## config.mk

```make
export PLATFORM = sky130hd
export DESIGN_NAME = mrt_ram
export DESIGN_NICKNAME = d
export VERILOG_FILES = /design/src/hw/rtl/mac_route_table_with_aging_top_assert.svh /design/src/hw/rtl/mrt_ram.sv
export SDC_FILE = /design/constraint.sdc
export NUM_CORES = 1
export LEC_CHECK = 0
export BUFFER_PORTS_ARGS = -buffer_cell sky130_fd_sc_hd__buf_4
export CAP_MARGIN = 25
export CORE_MARGIN = 3
export CORE_UTILIZATION = 40
export DETAILED_ROUTE_END_ITERATION = 8
export PLACE_DENSITY = 0.62
export SYNTH_ARGS = -nofsm -noshare
export SYNTH_HDL_FRONTEND = slang
export SYNTH_SLANG_ARGS = --single-unit
```

## constraint.sdc

```tcl
create_clock -name clock -period 3.43 [get_ports clock]
set_input_delay 0.686 -clock clock [delete_from_list [all_inputs] [get_ports clock]]
set_output_delay 0.686 -clock clock [all_outputs]
set_load 0.05 [all_outputs]
```

## src/hw/rtl/mac_route_table_with_aging_top_assert.svh

```systemverilog
`ifndef MAC_ROUTE_TABLE_WITH_AGING_TOP_ASSERT_SVH
`define MAC_ROUTE_TABLE_WITH_AGING_TOP_ASSERT_SVH

// same-cycle implication
`define MRT_ASSERT_NOW(label, clk, rst, ante, cons) \
   label: assert property (@(posedge clk) disable iff (rst) (ante) |-> (cons)) \
      else $error("mrt assertion failed");

// next-cycle implication
`define MRT_ASSERT_NEXT(label, clk, rst, ante, cons) \
   label: assert property (@(posedge clk) disable iff (rst) (ante) |=> (cons)) \
      else $error("mrt assertion failed");

`endif

```

## src/hw/rtl/mrt_ram.sv

```systemverilog
module mrt_ram #(
   parameter int WIDTH = 8,
   parameter int DEPTH = 16
) (
   input  logic                     clock,
   input  logic                     wr_en,
   input  logic [$clog2(DEPTH)-1:0] wr_addr,
   input  logic [WIDTH-1:0]         wr_data,
   input  logic [$clog2(DEPTH)-1:0] rd_addr,
   output logic [WIDTH-1:0]         rd_data
);

   logic [WIDTH-1:0] mem [DEPTH];
   logic [WIDTH-1:0] rd_data_ff;

   always_ff @(posedge clock) begin
      if (wr_en) begin
         mem[wr_addr] <= wr_data;
      end
      rd_data_ff <= mem[rd_addr];
   end

   assign rd_data = rd_data_ff;

endmodule

```

# After elaboration in Yosys (flattened, before gate mapping)
# Memories as Yosys holds them, arrays and structs flattened. A register that Yosys moved wholly into a read port is not among the register bits.
# Index checks and enable logic that the tools add are counted.
# word_totals
ff_bits,0
latch_bits,0
ram_bits,128
mem_bits_ro,0
input_bits,18
out_inout_bits,8
word_cells,3
mem_count,1
# memory_table
memory,words,word_bits,rd,rd_ports_with_merged_regs,write_ports,line,source
mem,16,8,1,1,1,mrt_ram.sv:13,logic [WIDTH-1:0] mem [DEPTH];
# classes
n_addsub,0
multipliers,0
n_div,0
n_lt_le_gt_ge,0
eq_ne,0
shifts,0
muxes,2
bitwise_logic,0
n_reduce_logical,0
# ops
op,n
1-bit 2-to-1 mux,2

# Logic depth before layout (Yosys ltp)
# Gate-level depths: netlist of run 1.
# logic_depth
ltp_word,2
mapped_depth,5
mapped_depth_nobuf,3

# Least setup slack after synthesis of run 1
# OpenSTA, ideal clock, no wires.
# synth_timing
path_kind,input to register
startpoint,input port wr_addr[2]
endpoint,"memory mem[0][0], enable pin"
arrival_time_ns,1.796
required_ns,3.047
path_slack_ns,1.251
cell_stages,2
cell_sequence,or3b_2 > nor3_1
# synth_lines
item,line,source
"start, declared",mrt_ram.sv:7,"input logic [$clog2(DEPTH)-1:0] wr_addr,"
"end, declared",mrt_ram.sv:13,
# No word-level cell before the write port.

# Worst setup path after layout of run 1
# layout_timing
startpoint,input port wr_addr[2]
endpoint,"memory mem[3][3], enable pin"
# No word-level cell before the write port.

==> impl_metrics.json, run 1 <==
{
  "hold_path_end": "mem[13][6]",
  "io-pin-count": 26,
  "place.port_buffers": 25,
  "hold_depth": 1,
  "grt_pass1_wl_um": 14800,
  "status": "completed",
  "avgSynthCellArea_um2": 22.5,
  "timing.rr.start": "mem[8][5]",
  "drv_cap": 0,
  "p_per_area_nw_per_um2": 647,
  "layout_min_cycle_time_ps": 1930,
  "synth_compound_area_frac": 0.0233,
  "postCtsSetupBuffers": 0,
  "viasPerCell": 5.36,
  "globalRoute.totalOverflow": 0,
  "r2r-end": "rd_data[5]",
  "die_w_um": 119,
  "layout-drive-gt1-share": 0.281,
  "synth_warnings": 0,
  "core_um2": 12300,
  "wl_per_cell_um": 22.1,
  "grt_pass1_vias": 2351,
  "synth_fp_nets": 247,
  "leakage_nw": 2.04,
  "cts_made_buffers": 17,
  "antenna_found_initial": 0,
  "root_buffer": "clkbuf_16",
  "h-tree-depth": 4,
  "dieArea_um2": 14300,
  "reg2regPathDepth": 3,
  "most-common-layout-cells": "128 x edfxtp_1, 31 x buf_4, 18 x mux4_2, 17 x clkbuf_16, 16 x a22oi_1",
  "final_common_cell": "edfxtp_1",
  "cts_hold_buffers": 0,
  "die_height_um": 119,
  "tightest_slew_ps": 1000,
  "synthXorXnorAreaFrac": 0,
  "fin_crit_sh": 0.564,
  "r2r_slack_ps": 2050,
  "crit_path_top_delay_cell": "nor2_1",
  "ir_drop_mv": 0.450,
  "synth_top_family_by_area": "multiplexers",
  "ys_seq_area_frac": 0.778,
  "cp-start-kind": "input port",
  "syn_area_um2": 5150,
  "syn_to_final_growth_pct": 18.8,
  "diodes": 0,
  "cts_resized": 0,
  "slowest_delay_ps": 650,
  "clk_latency_ps": 410,
  "dr.pass1.iters": 4,
  "nets": 287,
  "endpoint_kind": "register",
  "vias": 2405,
  "grt_max_degree": 33,
  "arrival_ps": 1970,
  "synth.area.mux_share": 0.150,
  "path_cells": "buf_4 -> or3b_2 -> nor2_1",
  "cts_sinks": 136,
  "yosys_register_bits": 136,
  "crit_family": "simple AND/OR/NAND/NOR gates",
  "path_buf_inv": 1,
  "timing.fmax_mhz": 517,
  "ant_nets": 0,
  "synth_cell_types": 19,
  "hold_viol": 0,
  "critPathKind": "in2reg",
  "cts_tree": "built",
  "drc": 0,
  "clock_path_buffers": 2,
  "drt_iter0_drc": 238,
  "fin_hold_ws_ps": 585,
  "maxSlewViolCount": 0,
  "rows": 40,
  "crit_fanout": 8,
  "worstHoldStart": "wr_data[6]",
  "setup-violations-final": 0,
  "hp-class": "in2reg",
  "syn_inst": 229,
  "async_flop_share": 0,
  "synthSimpleGateAreaFrac": 0.0318,
  "cp_data_required_time_ps": 3470,
  "synthFlopType": "edfxtp_1",
  "synth_edf_count": 128,
  "grt.total_usage": 0.147,
  "fin_skew_ps": 6.47,
  "setup_tns_ps": 0,
  "start_util": 0.418,
  "synthAdderAreaFrac": 0,
  "place.gp.congestion": 0.726,
  "max_slew_margin": 0.329,
  "dp_hpwl_um": 5920,
  "clk_pin_slew_ps": 50,
  "finalWirelength_um": 9920,
  "rsz0062_at_grt": "false",
  "filler_cell_count": 1017
}
## synth_stat cells, drive strengths merged (2+ instances only)
cell type	number	area [µm²]
dfxtp	8	160
nor2	13	48.8
nor3	4	20.0
nand2	9	33.8
nand3b	2	15.0
nand2b	2	12.5
mux4	32	773
clkdlybuf4s25	3	30.0
buf	7	56.3
edfxtp	128	3840
a22oi	16	120
## worst reg2reg max path, stage by stage, from the launching register on
cell and delay, ps:
edfxtp_1 380, mux4_1 520, a22oi_1 280, nand2_1 90
## cells by family (layout without fill, tap and decap cells)
kind of cell / Yosys count / in the layout
AO/OA/AOI/OAI: 16 / 16
buffers and inverters: 10 / 62
flip-flops: 136 / 136
multiplexers: 32 / 32
AND/OR/NAND/NOR: 35 / 35
## layout make-up
type                            count  area [µm²]  share of cell area
Sequential cell                   136        4000               0.655
Multi-Input combinational cell     83        1060               0.173
Clock inverter                     12         179              0.0293
Timing Repair Buffer               31         233              0.0381
Tap cell                          168         210              0.0344
Clock buffer                       19         433              0.0708
## metrics by stage
step                      area (µm²)  cells  setup WS, ps  utilization  power (W)
after global placement          5500    417          1000        0.446    0.00212
after floorplan                 5150    229          1250            -    0.00203
after global routing            6120    449          1390        0.497    0.00407
after CTS                       6110    448          1430        0.496    0.00397
after detailed placement        5500    417          1000        0.446    0.00212
final                           6120    449          1500        0.497    0.00396
## worst max-delay path by stage
stage                from   endpoint  slack, ps  depth (start not counted)
2_1_floorplan  wr_addr[2]  mem[0][0]       1250                          2
3_3_place_gp   wr_addr[2]  mem[2][5]       1000                          3
3_5_place_dp   wr_addr[2]  mem[3][3]       1000                          3
4_1_cts        wr_addr[2]  mem[3][3]       1430                          3
5_1_grt        wr_addr[2]  mem[3][3]       1390                          3
6_report       wr_addr[2]  mem[3][3]       1500                          3
## state kept, by name, summed over array words and instances, names as in the netlist
signal / count
mem: 128
rd_data: 8
## metal layers
metal / part of all wire / GRT usage / wire [µm]
met5: 0 / 0 / 0
met4: 0.0077 / 0.0365 / 76
met3: 0.068 / 0.0532 / 672
met2: 0.47 / 0.215 / 4630
met1: 0.46 / 0.211 / 4540
## power breakdown
part | internal, W | switching [W]
sequential | 0.00186 | 0.0000107
clock | 0.00121 | 0.000666
combinational | 0.0000795 | 0.000133
(Power assumes the default switching activity.)
==> inputs of run 2 (changes only) <==
- ABC_AREA: not set -> 1
- clock period: 3.43 -> 1.9 ns (I/O delays scaled with it)
==> impl_metrics.json, run 2 <==
{
  "status": "completed",
  "p_per_area_nw_per_um2": 1070,
  "drv_cap": 0,
  "drc": 0,
  "crit_path_top_delay_cell": "dfxtp_1",
  "clk_pin_slew_ps": 50,
  "regMostFlops": "mem",
  "setup-violations-final": 0,
  "core_um2": 14000,
  "syn_area_um2": 5770,
  "die_height_um": 126,
  "grt_max_degree": 65,
  "slowest_delay_ps": 370,
  "timing.fmax_mhz": 729,
  "synth_fp_nets": 569,
  "synth.top_cell.area_share": 0.667,
  "cp-start-kind": "register",
  "rows": 43,
  "syn_inst": 551,
  "dr.pass1.iters": 5,
  "avgSynthCellArea_um2": 10.5,
  "cts_made_buffers": 17,
  "ir_drop_mv": 0.614,
  "h-tree-depth": 4,
  "largest_register_ffs": 128,
  "arrival_ps": 990,
  "async_flop_share": 0,
  "dieArea_um2": 15900,
  "grt_pass1_wl_um": 20900,
  "synth_edf_count": 128,
  "tightest_slew_ps": 599,
  "start_util": 0.412,
  "dp_hpwl_um": 8430,
  "fin_skew_ps": 6.75,
  "postCtsSetupBuffers": 0,
  "viasPerCell": 4.99,
  "critPathKind": "reg2out",
  "yosysMostFrequentCell": "nand2_1",
  "synth_warnings": 0,
  "final_common_cell": "nand2_1",
  "io-pin-count": 26,
  "max_slew_margin": 0.600,
  "yosysTopAreaCell": "edfxtp_1",
  "leakage_nw": 2.95,
  "hp-class": "in2reg",
  "cts_sinks": 136,
  "synth_cell_types": 12,
  "maxSlewViolCount": 0,
  "rsz0062_at_grt": "false",
  "cts_hold_buffers": 0,
  "fin_hold_ws_ps": 293,
  "synthFlopType": "edfxtp_1",
  "place.port_buffers": 25,
  "clk_latency_ps": 410,
  "antenna_found_initial": 0,
  "finalWirelength_um": 13400,
  "crit_fanout": 1,
  "grt_pass1_vias": 3706,
  "cts_resized": 0,
  "path_buf_inv": 1,
  "diodes": 0,
  "layout-drive-gt1-share": 0.124,
  "clock_path_buffers": 2,
  "fin_crit_sh": 0.722,
  "setup_tns_ps": 0,
  "die_w_um": 126,
  "postPlaceCellArea_um2": 6180,
  "ys_top_cells_by_count": "173 x nand2_1, 128 x edfxtp_1, 100 x inv_1, 97 x nand3_1, 17 x nor2_1",
  "ant_nets": 0,
  "cp_data_required_time_ps": 1520,
  "cts_tree": "built",
  "endpoint_kind": "primary output",
  "ys_top_cells_by_area": "edfxtp_1 67%, nand2_1 11%, nand3_1 8.4%, inv_1 6.5%, dfxtp_1 2.8%",
  "most-common-layout-cells": "173 x nand2_1, 128 x edfxtp_1, 100 x inv_1, 97 x nand3_1, 44 x buf_4",
  "layout_min_cycle_time_ps": 1370,
  "crit_family": "flip-flops",
  "path_cells": "buf_4",
  "hold_viol": 0,
  "syn_to_final_growth_pct": 17.9,
  "nets": 609,
  "yosys_register_bits": 136,
  "fin_area_um2": 6800,
  "grt.total_usage": 0.176,
  "drt_iter0_drc": 471,
  "ys_seq_area_frac": 0.694,
  "globalRoute.totalOverflow": 0,
  "root_buffer": "clkbuf_16",
  "vias": 3906,
  "wl_per_cell_um": 17.1,
  "place.gp.congestion": 0.821
}
-- run 2: tightest hold or removal path: stages --
cell     delay [ps]
buf_4           150
nand3_1          90
nand2_1          50
-- run 2: final timing paths --
check	from	end	slack, ps	cells past startpoint
max reg2reg	mem[7][4]	rd_data[4]	880	6
max	rd_data[5]	rd_data[5]	530	1
min reg2reg	mem[15][4]	rd_data[4]	690	6
min	rd_addr[3]	rd_data[2]	290	3
-- run 2: kinds of logic (layout without fill, tap and decap cells) --
family	Yosys count	after routing	synth area share
AND/OR/NAND/NOR	289	289	0.210
flip-flops	136	136	0.694
buffers and inverters	126	178	0.0952
-- run 2: report_power, final --
part	switching [W]	leakage [nW]	internal [W]
Clock	0.00114	0.304	0.00228
Combinational	0.000355	1.42	0.000140
Sequential	0.0000231	1.22	0.00336
-- run 2: metal layers --
layer	global-route usage	vias to the layer above	wire length [µm]
met2	0.276	158	6350
met4	0.0839	0	428
met1	0.233	1863	5830
li1	-	1851	-
met3	0.0399	34	771
met5	0	-	0
-- run 2: final cells by class --
type | instances | area, µm²
Clock buffer | 21 | 470
Clock inverter | 10 | 150
Fill cell | 1245 | 7190
Inverter | 102 | 383
Multi-Input combinational cell | 289 | 1210
Sequential cell | 136 | 4000
Tap cell | 180 | 225
Timing Repair Buffer | 45 | 350
-- run 2: metrics by stage --
stage	util	cells	power, W	setup WS, ps
5_1_grt	0.486	783	0.00750	506
3_3_place_gp	0.442	752	0.00393	313
3_5_place_dp	0.442	752	0.00394	306
4_1_cts	0.486	783	0.00733	511
2_1_floorplan	-	551	0.00374	569
6_report	0.486	783	0.00729	528
==> inputs of run 3 (changes only) <==
- PLACE_DENSITY: 0.62 -> 0.64
- clock period: 1.9 -> 1.19 ns (I/O delays scaled with it)
==> impl_metrics.json, run 3 (same netlist as run 2, synthesis figures left out) <==
{
  "status": "completed",
  "pwr-share-seq": 0.487,
  "layout_min_cycle_time_ps": 1180,
  "hold_viol": 0,
  "grt_pass1_wl_um": 20400,
  "io-pin-count": 26,
  "layout-drive-gt1-share": 0.139,
  "worstHoldStart": "wr_data[5]",
  "slowest_delay_ps": 320,
  "grt_pass1_vias": 3760,
  "endpoint_kind": "primary output",
  "cts_tree": "built",
  "fin_crit_sh": 0.991,
  "max_slew_margin": 0.778,
  "leakage_nw": 2.98,
  "largest_register_ffs": 128,
  "path_buf_inv": 1,
  "most-common-layout-cells": "173 x nand2_1, 128 x edfxtp_1, 100 x inv_1, 97 x nand3_1, 39 x buf_4",
  "die_w_um": 126,
  "cts_made_buffers": 17,
  "multiInputGateArea_um2": 1210,
  "ant_nets": 0,
  "grt.total_usage": 0.169,
  "place.port_buffers": 25,
  "maxSlewViolCount": 0,
  "clk_latency_ps": 420,
  "globalRoute.totalOverflow": 0,
  "grt_max_degree": 37,
  "clk_pin_slew_ps": 50,
  "finalWirelength_um": 12900,
  "combPwrFrac": 0.075,
  "p_per_area_nw_per_um2": 1620,
  "wl_per_cell_um": 16.3,
  "fin_util": 0.490,
  "cp-start-kind": "register",
  "nets": 615,
  "antenna_found_initial": 0,
  "p_switching_w": 0.00243,
  "h-tree-depth": 4,
  "filler_cell_count": 1256,
  "clock_path_buffers": 2,
  "crit_path_top_delay_cell": "dfxtp_1",
  "reg2regPathDepth": 6,
  "dpl_worst_slack_ps": -77.6,
  "rows": 43,
  "hold_depth": 1,
  "syn_to_final_growth_pct": 18.9,
  "r2r-end": "rd_data[0]",
  "drc": 0,
  "r2r_slack_ps": 190,
  "hold_path_end": "mem[10][5]",
  "setup_tns_ps": 0,
  "dr.pass1.iters": 5,
  "crit_fanout": 1,
  "core_um2": 14000,
  "timing.rr.start": "mem[1][0]",
  "drt_iter0_drc": 312,
  "dieArea_um2": 15900,
  "cts_sinks": 136,
  "internal_power_w": 0.00866,
  "final_common_cell": "nand2_1",
  "postCtsSetupBuffers": 0,
  "worst_slack_ps": 10.9,
  "tightest_slew_ps": 333,
  "crit_family": "flip-flops",
  "vias": 3826,
  "ir_drop_mv": 0.941,
  "die_height_um": 126,
  "hp-class": "in2reg",
  "place.gp.congestion": 0.839,
  "regMostFlops": "mem",
  "swShare": 0.219,
  "cp_data_required_time_ps": 950,
  "start_util": 0.412,
  "root_buffer": "clkbuf_16",
  "diodes": 0,
  "critPathKind": "reg2out",
  "path_cells": "buf_4",
  "fin_skew_ps": 8.95,
  "setup-violations-final": 0,
  "dp_hpwl_um": 8110,
  "drv_cap": 0,
  "viasPerCell": 4.84,
  "arrival_ps": 940,
  "timing.fmax_mhz": 848,
  "ff_latch_area_um2": 4010,
  "p_clk_frac": 0.438
}
-- run 3: cell type report --
class,count,area share
sequential,136,0.585
multi-input combinational,289,0.177
timing repair buffer,51,0.0701
clock buffer,19,0.0631
inverter,102,0.0558
tap,180,0.0328
clock inverter,13,0.0162
-- run 3: metal layers --
| layer | part of all wire | routed length, µm | global-route usage | up-vias |
|---|---|---|---|---|
| met5 | 0 | 0 | 0 | - |
| met4 | 0.023 | 295 | 0.0782 | 0 |
| met3 | 0.047 | 602 | 0.0399 | 20 |
| met2 | 0.48 | 6140 | 0.258 | 106 |
| met1 | 0.45 | 5850 | 0.231 | 1832 |
| li1 | - | - | - | 1868 |
-- run 3: worst max-delay path by stage --
| stage | slack (ps) | start | to | cells past startpoint |
|---|---|---|---|---|
| 3_5_place_dp | -80 | rd_addr[0] | rd_data[3] | 8 |
| 4_1_cts | 3 | rd_data[1] | rd_data[1] | 1 |
| 2_1_floorplan | 1 | wr_addr[3] | mem[4][0] | 2 |
| 6_report | 10 | rd_data[5] | rd_data[5] | 1 |
| 3_3_place_gp | -70 | rd_addr[0] | rd_data[3] | 8 |
| 5_1_grt | -10 | rd_data[5] | rd_data[5] | 1 |
-- run 3: metrics by stage --
stage               hold WS [ps]  cell area (µm²)  power [W]  std cells
detailed placement           566             6280    0.00631        758
global route                 143             6860     0.0115        790
global placement             564             6280    0.00630        758
CTS                          129             6850     0.0112        790
finish                       139             6860     0.0111        790
floorplan                    337             5770    0.00597        551
-- run 3: repair_timing --
item / in CTS / in global routing
hold buffers: 0 / 0
setup endpoints to repair: 5 / 5
resized for setup: 6 / 5
-- run 3: power by group through the flow --
stage / clock network, W / registers [W] / logic, W
final: 0.00485 / 0.00540 / 0.000834
after global routing: 0.00514 / 0.00541 / 0.000911
after CTS: 0.00493 / 0.00540 / 0.000840
after detailed placement: 0 / 0.00549 / 0.000825
after global placement: 0 / 0.00549 / 0.000810
after floorplan: 0 / 0.00559 / 0.000378
