[src/hw/rtl/mac_route_table_with_aging_top_assert.svh]
`ifndef MAC_ROUTE_TABLE_WITH_AGING_TOP_ASSERT_SVH
`define MAC_ROUTE_TABLE_WITH_AGING_TOP_ASSERT_SVH

// same-cycle implication
`define MRT_ASSERT_NOW(label, clk, rst, ante, cons) \
   label: assert property (@(posedge clk) disable iff (rst) (ante) |-> (cons)) \
      else $error("mrt assertion failed");

// next-cycle implication
`define MRT_ASSERT_NEXT(label, clk, rst, ante, cons) \
   label: assert property (@(posedge clk) disable iff (rst) (ante) |=> (cons)) \
      else $error("mrt assertion failed");

`endif

[src/hw/rtl/mrt_pkg.sv]
package mrt_pkg;

   localparam int MAC_W   = 48;
   localparam int STAMP_W = 32;
   localparam int CNT_W   = 7;

   localparam logic [31:0] DEFAULT_INTERVAL = 32'd120000;
   localparam logic [33:0] EXPIRY_FACTOR    = 34'd3;
   localparam logic [CNT_W-1:0] CNT_MAX     = 7'd127;

   localparam logic [3:0] KIND_ADD    = 4'd0;
   localparam logic [3:0] KIND_REMOVE = 4'd1;
   localparam logic [3:0] KIND_SET    = 4'd2;
   localparam logic [3:0] KIND_GET    = 4'd3;
   localparam logic [3:0] KIND_EXIST  = 4'd4;
   localparam logic [3:0] KIND_ADJ    = 4'd5;
   localparam logic [3:0] KIND_LINK   = 4'd6;
   localparam logic [3:0] KIND_TICK   = 4'd7;
   localparam logic [3:0] KIND_CLEAR  = 4'd8;

   localparam logic [1:0] ST_OK       = 2'd0;
   localparam logic [1:0] ST_NOTFOUND = 2'd1;
   localparam logic [1:0] ST_INVALID  = 2'd2;
   localparam logic [1:0] ST_FULL     = 2'd3;

   typedef struct packed {
      logic             valid;
      logic [1:0]       status;
      logic [3:0]       found_link;
      logic [CNT_W-1:0] routes_removed;
   } result_type;

   typedef struct packed {
      logic             valid;
      logic [MAC_W-1:0] mac;
   } link_entry_type;

endpackage

[src/hw/rtl/mrt_ctrl.sv]
`include "mac_route_table_with_aging_top_assert.svh"

module mrt_ctrl #(
   parameter int LINK_SLOTS    = 16,
   parameter int ROUTE_ENTRIES = 64,
   localparam int SW  = $clog2(LINK_SLOTS),
   localparam int RW  = $clog2(ROUTE_ENTRIES),
   localparam int RTW = 1 + mrt_pkg::MAC_W + SW + mrt_pkg::STAMP_W,
   localparam int LTW = 1 + mrt_pkg::MAC_W
) (
   input  logic                         clock,
   input  logic                         reset,
   input  logic                         in_valid,
   output logic                         in_ready,
   input  logic [3:0]                   in_kind,
   input  logic [3:0]                   in_link_slot,
   input  logic [mrt_pkg::MAC_W-1:0]    in_mac_a,
   input  logic [mrt_pkg::MAC_W-1:0]    in_mac_b,
   input  logic [31:0]                  interval,
   output mrt_pkg::result_type          res,
   input  logic                         res_take,
   output logic                         link_we,
   output logic [SW-1:0]                link_wa,
   output logic [LTW-1:0]               link_wd,
   output logic [SW-1:0]                link_ra,
   input  logic [LTW-1:0]               link_rd,
   output logic                         route_we,
   output logic [RW-1:0]                route_wa,
   output logic [RTW-1:0]               route_wd,
   output logic [RW-1:0]                route_ra,
   input  logic [RTW-1:0]               route_rd
);

   localparam int MAXD = (LINK_SLOTS > ROUTE_ENTRIES) ? LINK_SLOTS : ROUTE_ENTRIES;
   localparam int CW   = $clog2(MAXD + 1);
   localparam int LCW  = $clog2(LINK_SLOTS + 1);
   localparam int RCW  = $clog2(ROUTE_ENTRIES + 1);

   typedef struct packed {
      logic                          valid;
      logic [mrt_pkg::MAC_W-1:0]     dest;
      logic [SW-1:0]                 link;
      logic [mrt_pkg::STAMP_W-1:0]   stamp;
   } route_entry_type;

   typedef enum logic [2:0] {
      S_CLEAR, S_IDLE, S_LINK, S_ROUTE, S_WRITE, S_DONE
   } state_type;

   state_type                  state_ff, state_in;
   logic                       init_ff, init_in;
   logic [CW-1:0]              clr_ff, clr_in;
   logic [3:0]                 kind_ff, kind_in;
   logic [3:0]                 slot_ff, slot_in;
   logic [mrt_pkg::MAC_W-1:0]  mac_a_ff, mac_a_in, mac_b_ff, mac_b_in;
   logic [LCW-1:0]             laddr_ff, laddr_in;
   logic                       lrd_vld_ff, lrd_vld_in;
   logic [SW-1:0]              lrd_idx_ff, lrd_idx_in;
   logic [RCW-1:0]             raddr_ff, raddr_in;
   logic                       rrd_vld_ff, rrd_vld_in;
   logic [RW-1:0]              rrd_idx_ff, rrd_idx_in;
   logic                       hit_ff, hit_in, rhit_ff, rhit_in, fhit_ff, fhit_in;
   logic [RW-1:0]              tgt_ff, tgt_in, free_ff, free_in;
   logic [SW-1:0]              via_ff, via_in;
   logic [LINK_SLOTS-1:0]      drop_ff, drop_in;
   logic [31:0]                time_ff, time_in, tss_ff, tss_in;
   logic [33:0]                limit_ff, limit_in;
   logic [1:0]                 status_ff, status_in;
   logic [3:0]                 found_ff, found_in;
   logic [mrt_pkg::CNT_W-1:0]  removed_ff, removed_in;

   mrt_pkg::link_entry_type    lent;
   route_entry_type            rent, rwd;
   logic [31:0]                idle;

   assign lent     = mrt_pkg::link_entry_type'(link_rd);
   assign rent     = route_entry_type'(route_rd);
   assign idle     = time_ff - rent.stamp;
   assign in_ready = (state_ff == S_IDLE);
   assign route_wd = RTW'(rwd);

   always_comb begin
      state_in = state_ff;  init_in = init_ff;  clr_in = clr_ff;
      kind_in = kind_ff;  slot_in = slot_ff;  mac_a_in = mac_a_ff;  mac_b_in = mac_b_ff;
      laddr_in = laddr_ff;  lrd_vld_in = 1'b0;  lrd_idx_in = lrd_idx_ff;
      raddr_in = raddr_ff;  rrd_vld_in = 1'b0;  rrd_idx_in = rrd_idx_ff;
      hit_in = hit_ff;  rhit_in = rhit_ff;  fhit_in = fhit_ff;
      tgt_in = tgt_ff;  free_in = free_ff;  via_in = via_ff;  drop_in = drop_ff;
      time_in = time_ff;  tss_in = tss_ff;  limit_in = limit_ff;
      status_in = status_ff;  found_in = found_ff;  removed_in = removed_ff;
      link_we = 1'b0;  link_wa = lrd_idx_ff;  link_wd = link_rd;
      link_ra = laddr_ff[SW-1:0];
      route_we = 1'b0;  route_wa = rrd_idx_ff;  rwd = rent;
      route_ra = raddr_ff[RW-1:0];
      res = '0;
      res.status = status_ff;
      res.found_link = found_ff;
      res.routes_removed = removed_ff;

      unique case (state_ff)
         S_CLEAR: begin
            link_we  = (32'(clr_ff) < LINK_SLOTS);
            link_wa  = clr_ff[SW-1:0];
            link_wd  = '0;
            route_we = (32'(clr_ff) < ROUTE_ENTRIES);
            route_wa = clr_ff[RW-1:0];
            rwd      = '0;
            if (32'(clr_ff) == MAXD - 1) begin
               state_in = init_ff ? S_IDLE : S_DONE;
               init_in  = 1'b0;
               clr_in   = '0;
            end else begin
               clr_in = clr_ff + CW'(1);
            end
         end
         S_IDLE: begin
            if (in_valid) begin
               kind_in = in_kind;  slot_in = in_link_slot;
               mac_a_in = in_mac_a;  mac_b_in = in_mac_b;
               status_in = mrt_pkg::ST_NOTFOUND;  found_in = '0;  removed_in = '0;
               hit_in = 1'b0;  rhit_in = 1'b0;  fhit_in = 1'b0;  drop_in = '0;
               laddr_in = '0;  raddr_in = '0;
               case (in_kind) inside
                  mrt_pkg::KIND_ADD, mrt_pkg::KIND_REMOVE, mrt_pkg::KIND_LINK: begin
                     state_in = (32'(in_link_slot) < LINK_SLOTS) ? S_LINK : S_DONE;
                  end
                  mrt_pkg::KIND_SET, mrt_pkg::KIND_ADJ: state_in = S_LINK;
                  mrt_pkg::KIND_GET, mrt_pkg::KIND_EXIST: state_in = S_ROUTE;
                  mrt_pkg::KIND_TICK: begin
                     status_in = mrt_pkg::ST_OK;
                     time_in   = time_ff + 32'd1;
                     tss_in    = tss_ff + 32'd1;
                     state_in  = S_DONE;
                     if (tss_in >= interval) begin
                        tss_in   = '0;
                        limit_in = 34'(interval) * mrt_pkg::EXPIRY_FACTOR;
                        state_in = S_ROUTE;
                     end
                  end
                  mrt_pkg::KIND_CLEAR: begin
                     status_in = mrt_pkg::ST_OK;
                     clr_in    = '0;
                     state_in  = S_CLEAR;
                  end
                  default: state_in = S_DONE;
               endcase
            end
         end
         S_LINK: begin
            if (32'(laddr_ff) < LINK_SLOTS) begin
               laddr_in   = laddr_ff + LCW'(1);
               lrd_vld_in = 1'b1;
               lrd_idx_in = laddr_ff[SW-1:0];
            end
            if (lrd_vld_ff) begin
               case (kind_in)
                  mrt_pkg::KIND_ADD: begin
                     if (lrd_idx_ff == SW'(slot_ff)) begin
                        if (lent.valid && lent.mac != mac_a_ff) drop_in[lrd_idx_ff] = 1'b1;
                        link_we = 1'b1;
                        link_wd = {1'b1, mac_a_ff};
                     end else if (lent.valid && lent.mac == mac_a_ff) begin
                        drop_in[lrd_idx_ff] = 1'b1;
                        link_we = 1'b1;
                        link_wd = {1'b0, lent.mac};
                     end
                  end
                  mrt_pkg::KIND_REMOVE: begin
                     if (lrd_idx_ff == SW'(slot_ff) && lent.valid) begin
                        drop_in[lrd_idx_ff] = 1'b1;
                        link_we   = 1'b1;
                        link_wd   = {1'b0, lent.mac};
                        status_in = mrt_pkg::ST_OK;
                        found_in  = slot_ff;
                     end
                  end
                  mrt_pkg::KIND_LINK: begin
                     if (lrd_idx_ff == SW'(slot_ff) && lent.valid) begin
                        status_in = mrt_pkg::ST_OK;
                        found_in  = slot_ff;
                     end
                  end
                  mrt_pkg::KIND_ADJ: begin
                     if (!hit_ff && lent.valid && lent.mac == mac_a_ff) begin
                        hit_in    = 1'b1;
                        status_in = mrt_pkg::ST_OK;
                        found_in  = 4'(lrd_idx_ff);
                     end
                  end
                  mrt_pkg::KIND_SET: begin
                     if (!hit_ff && lent.valid && lent.mac == mac_b_ff) begin
                        hit_in = 1'b1;
                        via_in = lrd_idx_ff;
                     end
                  end
                  default: ;
               endcase
               if (32'(lrd_idx_ff) == LINK_SLOTS - 1) begin
                  case (kind_ff) inside
                     mrt_pkg::KIND_ADD: begin
                        status_in = mrt_pkg::ST_OK;
                        found_in  = slot_ff;
                        state_in  = S_ROUTE;
                     end
                     mrt_pkg::KIND_REMOVE: state_in = S_ROUTE;
                     mrt_pkg::KIND_SET: begin
                        if (mac_a_ff == mac_b_ff || !hit_in) begin
                           status_in = mrt_pkg::ST_INVALID;
                           state_in  = S_DONE;
                        end else begin
                           state_in = S_ROUTE;
                        end
                     end
                     default: state_in = S_DONE;
                  endcase
               end
            end
         end
         S_ROUTE: begin
            if (32'(raddr_ff) < ROUTE_ENTRIES) begin
               raddr_in   = raddr_ff + RCW'(1);
               rrd_vld_in = 1'b1;
               rrd_idx_in = raddr_ff[RW-1:0];
            end
            if (rrd_vld_ff) begin
               case (kind_ff) inside
                  mrt_pkg::KIND_ADD, mrt_pkg::KIND_REMOVE: begin
                     if (rent.valid && drop_ff[rent.link]) begin
                        route_we  = 1'b1;
                        rwd.valid = 1'b0;
                        if (removed_ff != mrt_pkg::CNT_MAX) removed_in = removed_ff + 7'd1;
                     end
                  end
                  mrt_pkg::KIND_GET, mrt_pkg::KIND_EXIST: begin
                     if (!rhit_ff && rent.valid && rent.dest == mac_a_ff) begin
                        rhit_in   = 1'b1;
                        status_in = mrt_pkg::ST_OK;
                        found_in  = 4'(rent.link);
                        if (kind_ff == mrt_pkg::KIND_GET) begin
                           route_we  = 1'b1;
                           rwd.stamp = time_ff;
                        end
                     end
                  end
                  mrt_pkg::KIND_SET: begin
                     if (!rhit_ff && rent.valid && rent.dest == mac_a_ff) begin
                        rhit_in = 1'b1;
                        tgt_in  = rrd_idx_ff;
                     end
                     if (!fhit_ff && !rent.valid) begin
                        fhit_in = 1'b1;
                        free_in = rrd_idx_ff;
                     end
                  end
                  mrt_pkg::KIND_TICK: begin
                     if (rent.valid && 34'(idle) > limit_ff) begin
                        route_we  = 1'b1;
                        rwd.valid = 1'b0;
                        if (removed_ff != mrt_pkg::CNT_MAX) removed_in = removed_ff + 7'd1;
                     end
                  end
                  default: ;
               endcase
               if (32'(rrd_idx_ff) == ROUTE_ENTRIES - 1) begin
                  state_in = S_DONE;
                  if (kind_ff == mrt_pkg::KIND_SET) begin
                     if (rhit_in || fhit_in) begin
                        state_in = S_WRITE;
                     end else begin
                        status_in = mrt_pkg::ST_FULL;
                     end
                  end
               end
            end
         end
         S_WRITE: begin
            route_we  = 1'b1;
            route_wa  = rhit_ff ? tgt_ff : free_ff;
            rwd       = {1'b1, mac_a_ff, via_ff, time_ff};
            status_in = mrt_pkg::ST_OK;
            found_in  = 4'(via_ff);
            state_in  = S_DONE;
         end
         S_DONE: begin
            res.valid = 1'b1;
            if (res_take) state_in = S_IDLE;
         end
         default: state_in = S_IDLE;
      endcase
   end

   always_ff @(posedge clock) begin
      if (reset) begin
         state_ff   <= S_CLEAR;
         init_ff    <= 1'b1;
         clr_ff     <= '0;
         lrd_vld_ff <= 1'b0;
         rrd_vld_ff <= 1'b0;
         time_ff    <= '0;
         tss_ff     <= '0;
      end else begin
         state_ff   <= state_in;
         init_ff    <= init_in;
         clr_ff     <= clr_in;
         lrd_vld_ff <= lrd_vld_in;
         rrd_vld_ff <= rrd_vld_in;
         time_ff    <= time_in;
         tss_ff     <= tss_in;
      end
      kind_ff <= kind_in;  slot_ff <= slot_in;  mac_a_ff <= mac_a_in;  mac_b_ff <= mac_b_in;
      laddr_ff <= laddr_in;  lrd_idx_ff <= lrd_idx_in;
      raddr_ff <= raddr_in;  rrd_idx_ff <= rrd_idx_in;
      hit_ff <= hit_in;  rhit_ff <= rhit_in;  fhit_ff <= fhit_in;
      tgt_ff <= tgt_in;  free_ff <= free_in;  via_ff <= via_in;  drop_ff <= drop_in;
      limit_ff <= limit_in;
      status_ff <= status_in;  found_ff <= found_in;  removed_ff <= removed_in;
   end

   `MRT_ASSERT_NOW(a_idle_no_write, clock, reset, state_ff == S_IDLE, !link_we && !route_we)
   `MRT_ASSERT_NEXT(a_accept_leaves_idle, clock, reset, in_valid && in_ready, state_ff != S_IDLE)
   `MRT_ASSERT_NEXT(a_accept_clears_count, clock, reset, in_valid && in_ready, removed_ff == '0)

endmodule

[config.mk]
export PLATFORM = sky130hd
export DESIGN_NAME = mrt_ctrl
export DESIGN_NICKNAME = d
export VERILOG_FILES = /design/src/hw/rtl/mrt_pkg.sv /design/src/hw/rtl/mrt_ctrl.sv
export VERILOG_INCLUDE_DIRS = /design/src /design/src/hw/rtl
export SDC_FILE = /design/constraint.sdc
export NUM_CORES = 1
export LEC_CHECK = 0
export BUFFER_PORTS_ARGS = -buffer_cell sky130_fd_sc_hd__buf_4
export CORE_UTILIZATION = 50
export CTS_BUF_LIST = sky130_fd_sc_hd__clkbuf_8
export DETAILED_ROUTE_END_ITERATION = 8
export PLACE_DENSITY_LB_ADDON = 0.15
export SYNTH_ARGS = -nofsm -noshare
export SYNTH_HDL_FRONTEND = slang
export SYNTH_SLANG_ARGS = --single-unit
[constraint.sdc]
create_clock -name clock -period 6.9 [get_ports clock]
set_input_delay 0 -clock clock [delete_from_list [all_inputs] [get_ports clock]]
set_output_delay 0 -clock clock [all_outputs]
set_load 0.05 [all_outputs]
[Yosys cells after proc, flatten, opt, wreduce, memory -nomap -nowiden]
Index checks and enable logic that the tools add are counted.
W data, S select, Z words.
Word-level totals
  register bits: 285
  logic and storage cells: 319
Cells by class
  $add $sub $neg: 7
  multiply operators: 1
  $lt $le $gt $ge: 9
  equal/unequal tests: 56
  mux-type cells: 159
  bitwise gates (word level): 8
  reductions and logical operators: 53
Operator list (count)
  $mux W49: 4
  $pmux W49 S2: 2
  $eq A48 B48 Y1: 4
  $mux W32: 6
  $mux W7: 17
  $pmux W52 S2: 1
  $mux W16: 6
  $pmux W32 S3: 1
  $add A32 B1 Y32 const B: 2
  $pmux W16 S2: 2
  $mux W3: 18
  $mux W1: 52
  $ne A48 B48 Y1: 1
  $mux W4: 11
  $pmux W7 S2: 3
  $reduce_and A7 Y1: 5
  $gt A32 B34 Y1: 1
  $mul A32 B2 Y34 const B: 1
  $eq A4 B3 Y1 const B: 8
  $ge A32 B32 Y1: 1
  $mux W2: 16
  $sub A32 B32 Y32: 1
  $ne A2 B2 Y1 const B: 15
  $add A7 B1 Y7 const B: 3
  other kinds (49): 112

[Logic depth before layout (Yosys ltp)]
  depth after elaboration: 16
  gate-level depth with buffers: 21

[Least setup slack after synthesis]
No wires, ideal clock.
  path kind: register to register
  start: register time_ff[0]
  end: register removed_ff[0] in the netlist's numbering, enable pin
  arrival time: 4.879 ns
  path slack: 1.628 ns
  cell stages (with the launch flop): 21
  path buffers: 0
  period minus slack after synthesis: 5.272 ns
  cells stage by stage: dfxtp_1 inv_1 ha_1 fa_1 nor2b_1 o31a_1 o21a_1 a41oi_1 o21ba_2 o31ai_1 nand2b_1 a21boi_0 xor2_1 ha_1 nand4_1 or4_1 nor3_1 o21ai_0 a211oi_1 nor3_1 o41ai_1
On the way
  longest elaborated chain between the ends: 5
Ends and longest elaborated chain
  from (decl): RTL line mrt_ctrl.sv:66  | logic [31:0] time_ff, time_in, tss_ff, tss_in;
  from (signal assigned): RTL line mrt_ctrl.sv:307  | time_ff <= time_in;
  $sub A32 B32 Y32: RTL line mrt_ctrl.sv:78  | assign idle = time_ff - rent.stamp;
  $gt A32 B34 Y1: RTL line mrt_ctrl.sv:256  | if (rent.valid && 34'(idle) > limit_ff) begin
  $logic_and A1 B1 Y1: RTL line mrt_ctrl.sv:256
  $ne A3 B2 Y1 (no line)
  $reduce_and A8 Y1 (no line)
  to (signal assigned): RTL line mrt_ctrl.sv:316  | status_ff <= status_in; found_ff <= found_in; removed_ff <= removed_in;
  to (decl): RTL line mrt_ctrl.sv:70  | logic [mrt_pkg::CNT_W-1:0] removed_ff, removed_in;
No other way between the ends.
A chain may end at the register's enable or synchronous reset.

[Worst setup path after layout]
  start: register time_ff[0]
  end: output port route_we
On the way
  longest elaborated chain between the ends: 10
Ends and longest elaborated chain
  $sub A32 B32 Y32: RTL line mrt_ctrl.sv:78
  $gt A32 B34 Y1: RTL line mrt_ctrl.sv:256
  $logic_and A1 B1 Y1: RTL line mrt_ctrl.sv:256
  $mux W1: RTL line mrt_ctrl.sv:256
  $mux W1 (4 in series): RTL line mrt_ctrl.sv:226  | case (kind_ff) inside
  $mux W1: RTL line mrt_ctrl.sv:225  | if (rrd_vld_ff) begin
  $pmux W1 S3: RTL line mrt_ctrl.sv:100  | unique case (state_ff)
  to (decl): RTL line mrt_ctrl.sv:27  | output logic route_we,
No other way between the ends.

==> results.yml <==
clock_tree:
  cts_root_buf: "clkbuf_8"
  cts_hold_buf: 161
  insertion_delay_ns: 0.68
  postCtsSetupBuffers: 0
  path_clk_slew_ns: 0.06
  cts_max_path_buffers: 3
  cts_tree: "done"
  numCtsBuffers: 51
  htreeDepth: 2
  cts.sinks: 285
  cts-resized-gates: 0
yosys:
  mappedNetlistArea_mm2: 0.0207
  synth_area_leaders: "edfxtp_1 30%, xnor2_1 10%, ha_1 8.1%"
  synthArstFlopShare_pct: 0
  synth_cell_types: 83
  yosys-top-cells-count: "282 x nand2_1, 236 x xnor2_1, 208 x edfxtp_1"
  synth_nets: 2747
  synth_seq_area_share_pct: 37.6
  synth_cells: 2337
  yosysTopAreaCell: "edfxtp_1"
  ys_seq_elements: 285
  synth_edf_count: 208
  avgSynthCellArea_um2: 8.87
  yosysMostFrequentCell: "nand2_1"
  synth_ff_type: "edfxtp_1"
  ys_warn_count: 0
  synth.top_cell.area_share_pct: 30.1
die:
  rows: 74
  io_pins: 445
  initial_core_util_pct: 50.8
  core_area_mm2: 0.0408
  die_x_um: 206
  die-area_mm2: 0.0423
  dieHeight_um: 206
timing:
  hold_viol: 0
  slew-limit-headroom_pct: 19.5
  timing.fmax_ghz: 0.155
  fin_crit_sh_pct: 93.5
  setup_ws_ns: 0.447
  fin_worst_skew_ns: 0.0425
  period_needed_ns: 6.45
  fin_setup_tns_ns: 0
  worstMarginPinSlew_ns: 1.21
  setup_viol: 0
  rsz0062_at_grt: "false"
  drv_slew: 0
pwr:
  power.share.clock_pct: 40.0
  switching_share_pct: 26.4
  power_frac_seq_pct: 45.2
  p_switching_mw: 1.08
  intPower_mw: 3.00
  combPwrFrac_pct: 14.8
  power.density_mw_per_mm2: 151
  p_leak_nw: 11.2
  vdd_ir_drop_max_v: 0.000137
grt:
  overflow: 0
  grt_use_total_pct: 37.0
  grt_pass1_vias: 19300
  grt_max_degree: 111
  grt_pass1_wl_um: 116000
  antenna_found_initial: 8
route:
  wl_met3_um: 6650
  ant_nets: 0
  via_per_inst: 5.87
  wl_um: 80200
  vias: 20200
  drtIter0Drc: 1924
  wire_per_inst_um: 23.3
  top_layer_used: "met4"
  first_pass_iters: 7
  wl_met1_um: 30800
  remaining_drc_errors: 0
  wl_met2_um: 38600
place:
  globalplace.congestion: 1.01
  dp_worst_setup_slack_ns: 0.678
  io_buffer_count: 444
  dp_hpwl_um: 61400
critical_path:
  required_ns: 6.90
  critPathKind: "reg2out"
  start_kind: "flip-flop"
  crit_fanout: 4
  critPathArrivalTime_ns: 6.45
  cp-end-kind: "output pin"
outcome:
  status: "finished clean"
cells_and_area:
  fin_nets: 3275
  fillers: 3389
  syn_to_final_growth_pct: 30.0
  drive_above_1_share_pct: 19.5
worst_hold_path:
  hp-class: "in2reg"
run:
  cap_violations: 0
[layer usage]
metal,global-route usage [%],up-vias
met5,0,-
met4,20.1,0
met3,6.22,206
met2,62.4,1005
met1,45.0,9629
li1,-,9397
[area by class of cell]
class	instances	area (µm²)	share of cell area, %
Multi-Input combinational cell	1765	11900	44.0
Sequential cell	285	7790	28.9
Timing Repair Buffer	622	5070	18.8
Clock buffer	55	757	2.81
Tap cell	532	666	2.47
Inverter	140	528	1.96
Clock inverter	38	245	0.910
Antenna cell	8	20.0	0.0743
[cell usage in the layout, fill, tap and decap left out, types with 7 or more instances in the layout]
cell type      netlist  final
or2_2                8      7
nand3_1             71     71
xnor2_1            236    236
nor3_1              34     33
o21ai_0            135    135
a211oi_1            10     10
nor4_1              22     21
a31oi_1             27     27
buf_4               10    461
clkbuf_8             0     55
a21o_1              47     47
mux2i_1             10     10
and4_1               8      8
nand4_1             82     82
dfxtp_1             77     76
and3_1              28     28
nor2b_1             21     21
ha_1               134    134
edfxtp_1           208    208
diode_2              0      8
o31ai_1             19     19
a21oi_1            140    138
inv_1              138    160
o21a_1              19     19
xor2_1              71     71
dlygate4sd3_1        0    161
or3_1                8      8
a22o_1              58     58
nand2_1            282    282
nor2_1             152    150
nand2b_1            21     21
nand3b_1             8      8
[worst max-delay path, cell delays in order (launching register included)]
cell and delay, ns:
dfxtp_1 0.37, inv_1 0.10, ha_1 0.22, fa_1 0.41
nor2b_1 0.16, o31a_1 0.20, o21a_1 0.21, a41oi_1 0.29
o21ba_2 0.33, o31ai_1 0.35, nand2b_1 0.14, a21boi_0 0.29
xor2_1 0.12, ha_1 0.32, nand4_1 0.08, or4_1 0.50
nor3_1 0.45, a31oi_1 0.17, nand2_1 0.12, nor2b_1 0.05
nor3_1 0.46, a21oi_1 0.19, buf_4 0.24
[state kept, by name (all words and copies together), names as in the netlist, 2 cells and up]
register    count
drop_ff        16
found_ff        4
mac_a_ff       48
raddr_ff        7
lrd_idx_ff      4
limit_ff       34
clr_ff          7
free_ff         6
rrd_idx_ff      6
laddr_ff        5
removed_ff      7
mac_b_ff       48
status_ff       2
tss_ff         32
kind_ff         4
via_ff          4
state_ff        3
tgt_ff          6
slot_ff         4
time_ff        32
[metrics by stage]
step / hold slack (ns) / area (µm²) / cells / total power, mW / utilization, %
finish: 0.0597 / 26900 / 3445 / 4.07 / 66.0
floorplan: 0.0989 / 20700 / 2337 / 2.13 / -
detailed placement: 0.179 / 24300 / 3183 / 2.38 / 59.5
CTS: 0.0159 / 26900 / 3437 / 4.08 / 65.9
global placement: 0.179 / 24300 / 3183 / 2.38 / 59.5
global route: 0.0455 / 26900 / 3445 / 4.20 / 66.0
[cell families (layout without fill, tap and decap cells)]
group / count (synthesis) / in the layout / share of synthesized area [%]
adders and majority gates: 136 / 136 / 8.28
buffers and inverters: 287 / 855 / 5.45
AOI/OAI and AO/OA: 528 / 528 / 16.4
xor gates and xnor gates: 307 / 307 / 13.0
other: 0 / 8 / 0
DFF: 285 / 285 / 37.6
and+or+nand+nor: 779 / 779 / 18.3
muxes: 15 / 15 / 1.03
[final timing paths]
path / start / end / slack (ns) / cells past startpoint
worst max-delay path: time_ff[0] / route_we / 0.45 / 22
worst min-delay path: in_mac_a[36] / mac_a_ff[36] / 0.06 / 2
worst max register to register: time_ff[0] / removed_ff[5] / 0.69 / 20
worst min register to register: tss_ff[27] / tss_ff[27] / 0.45 / 2
[power by group through the flow]
stage,Combinational (mW),Sequential (mW),Clock (mW)
floorplan,0.256,1.88,0
global placement,0.498,1.88,0
detailed placement,0.502,1.88,0
CTS,0.593,1.84,1.65
global route,0.645,1.84,1.71
finish,0.602,1.84,1.63
Power figures use the tool's default switching activity.
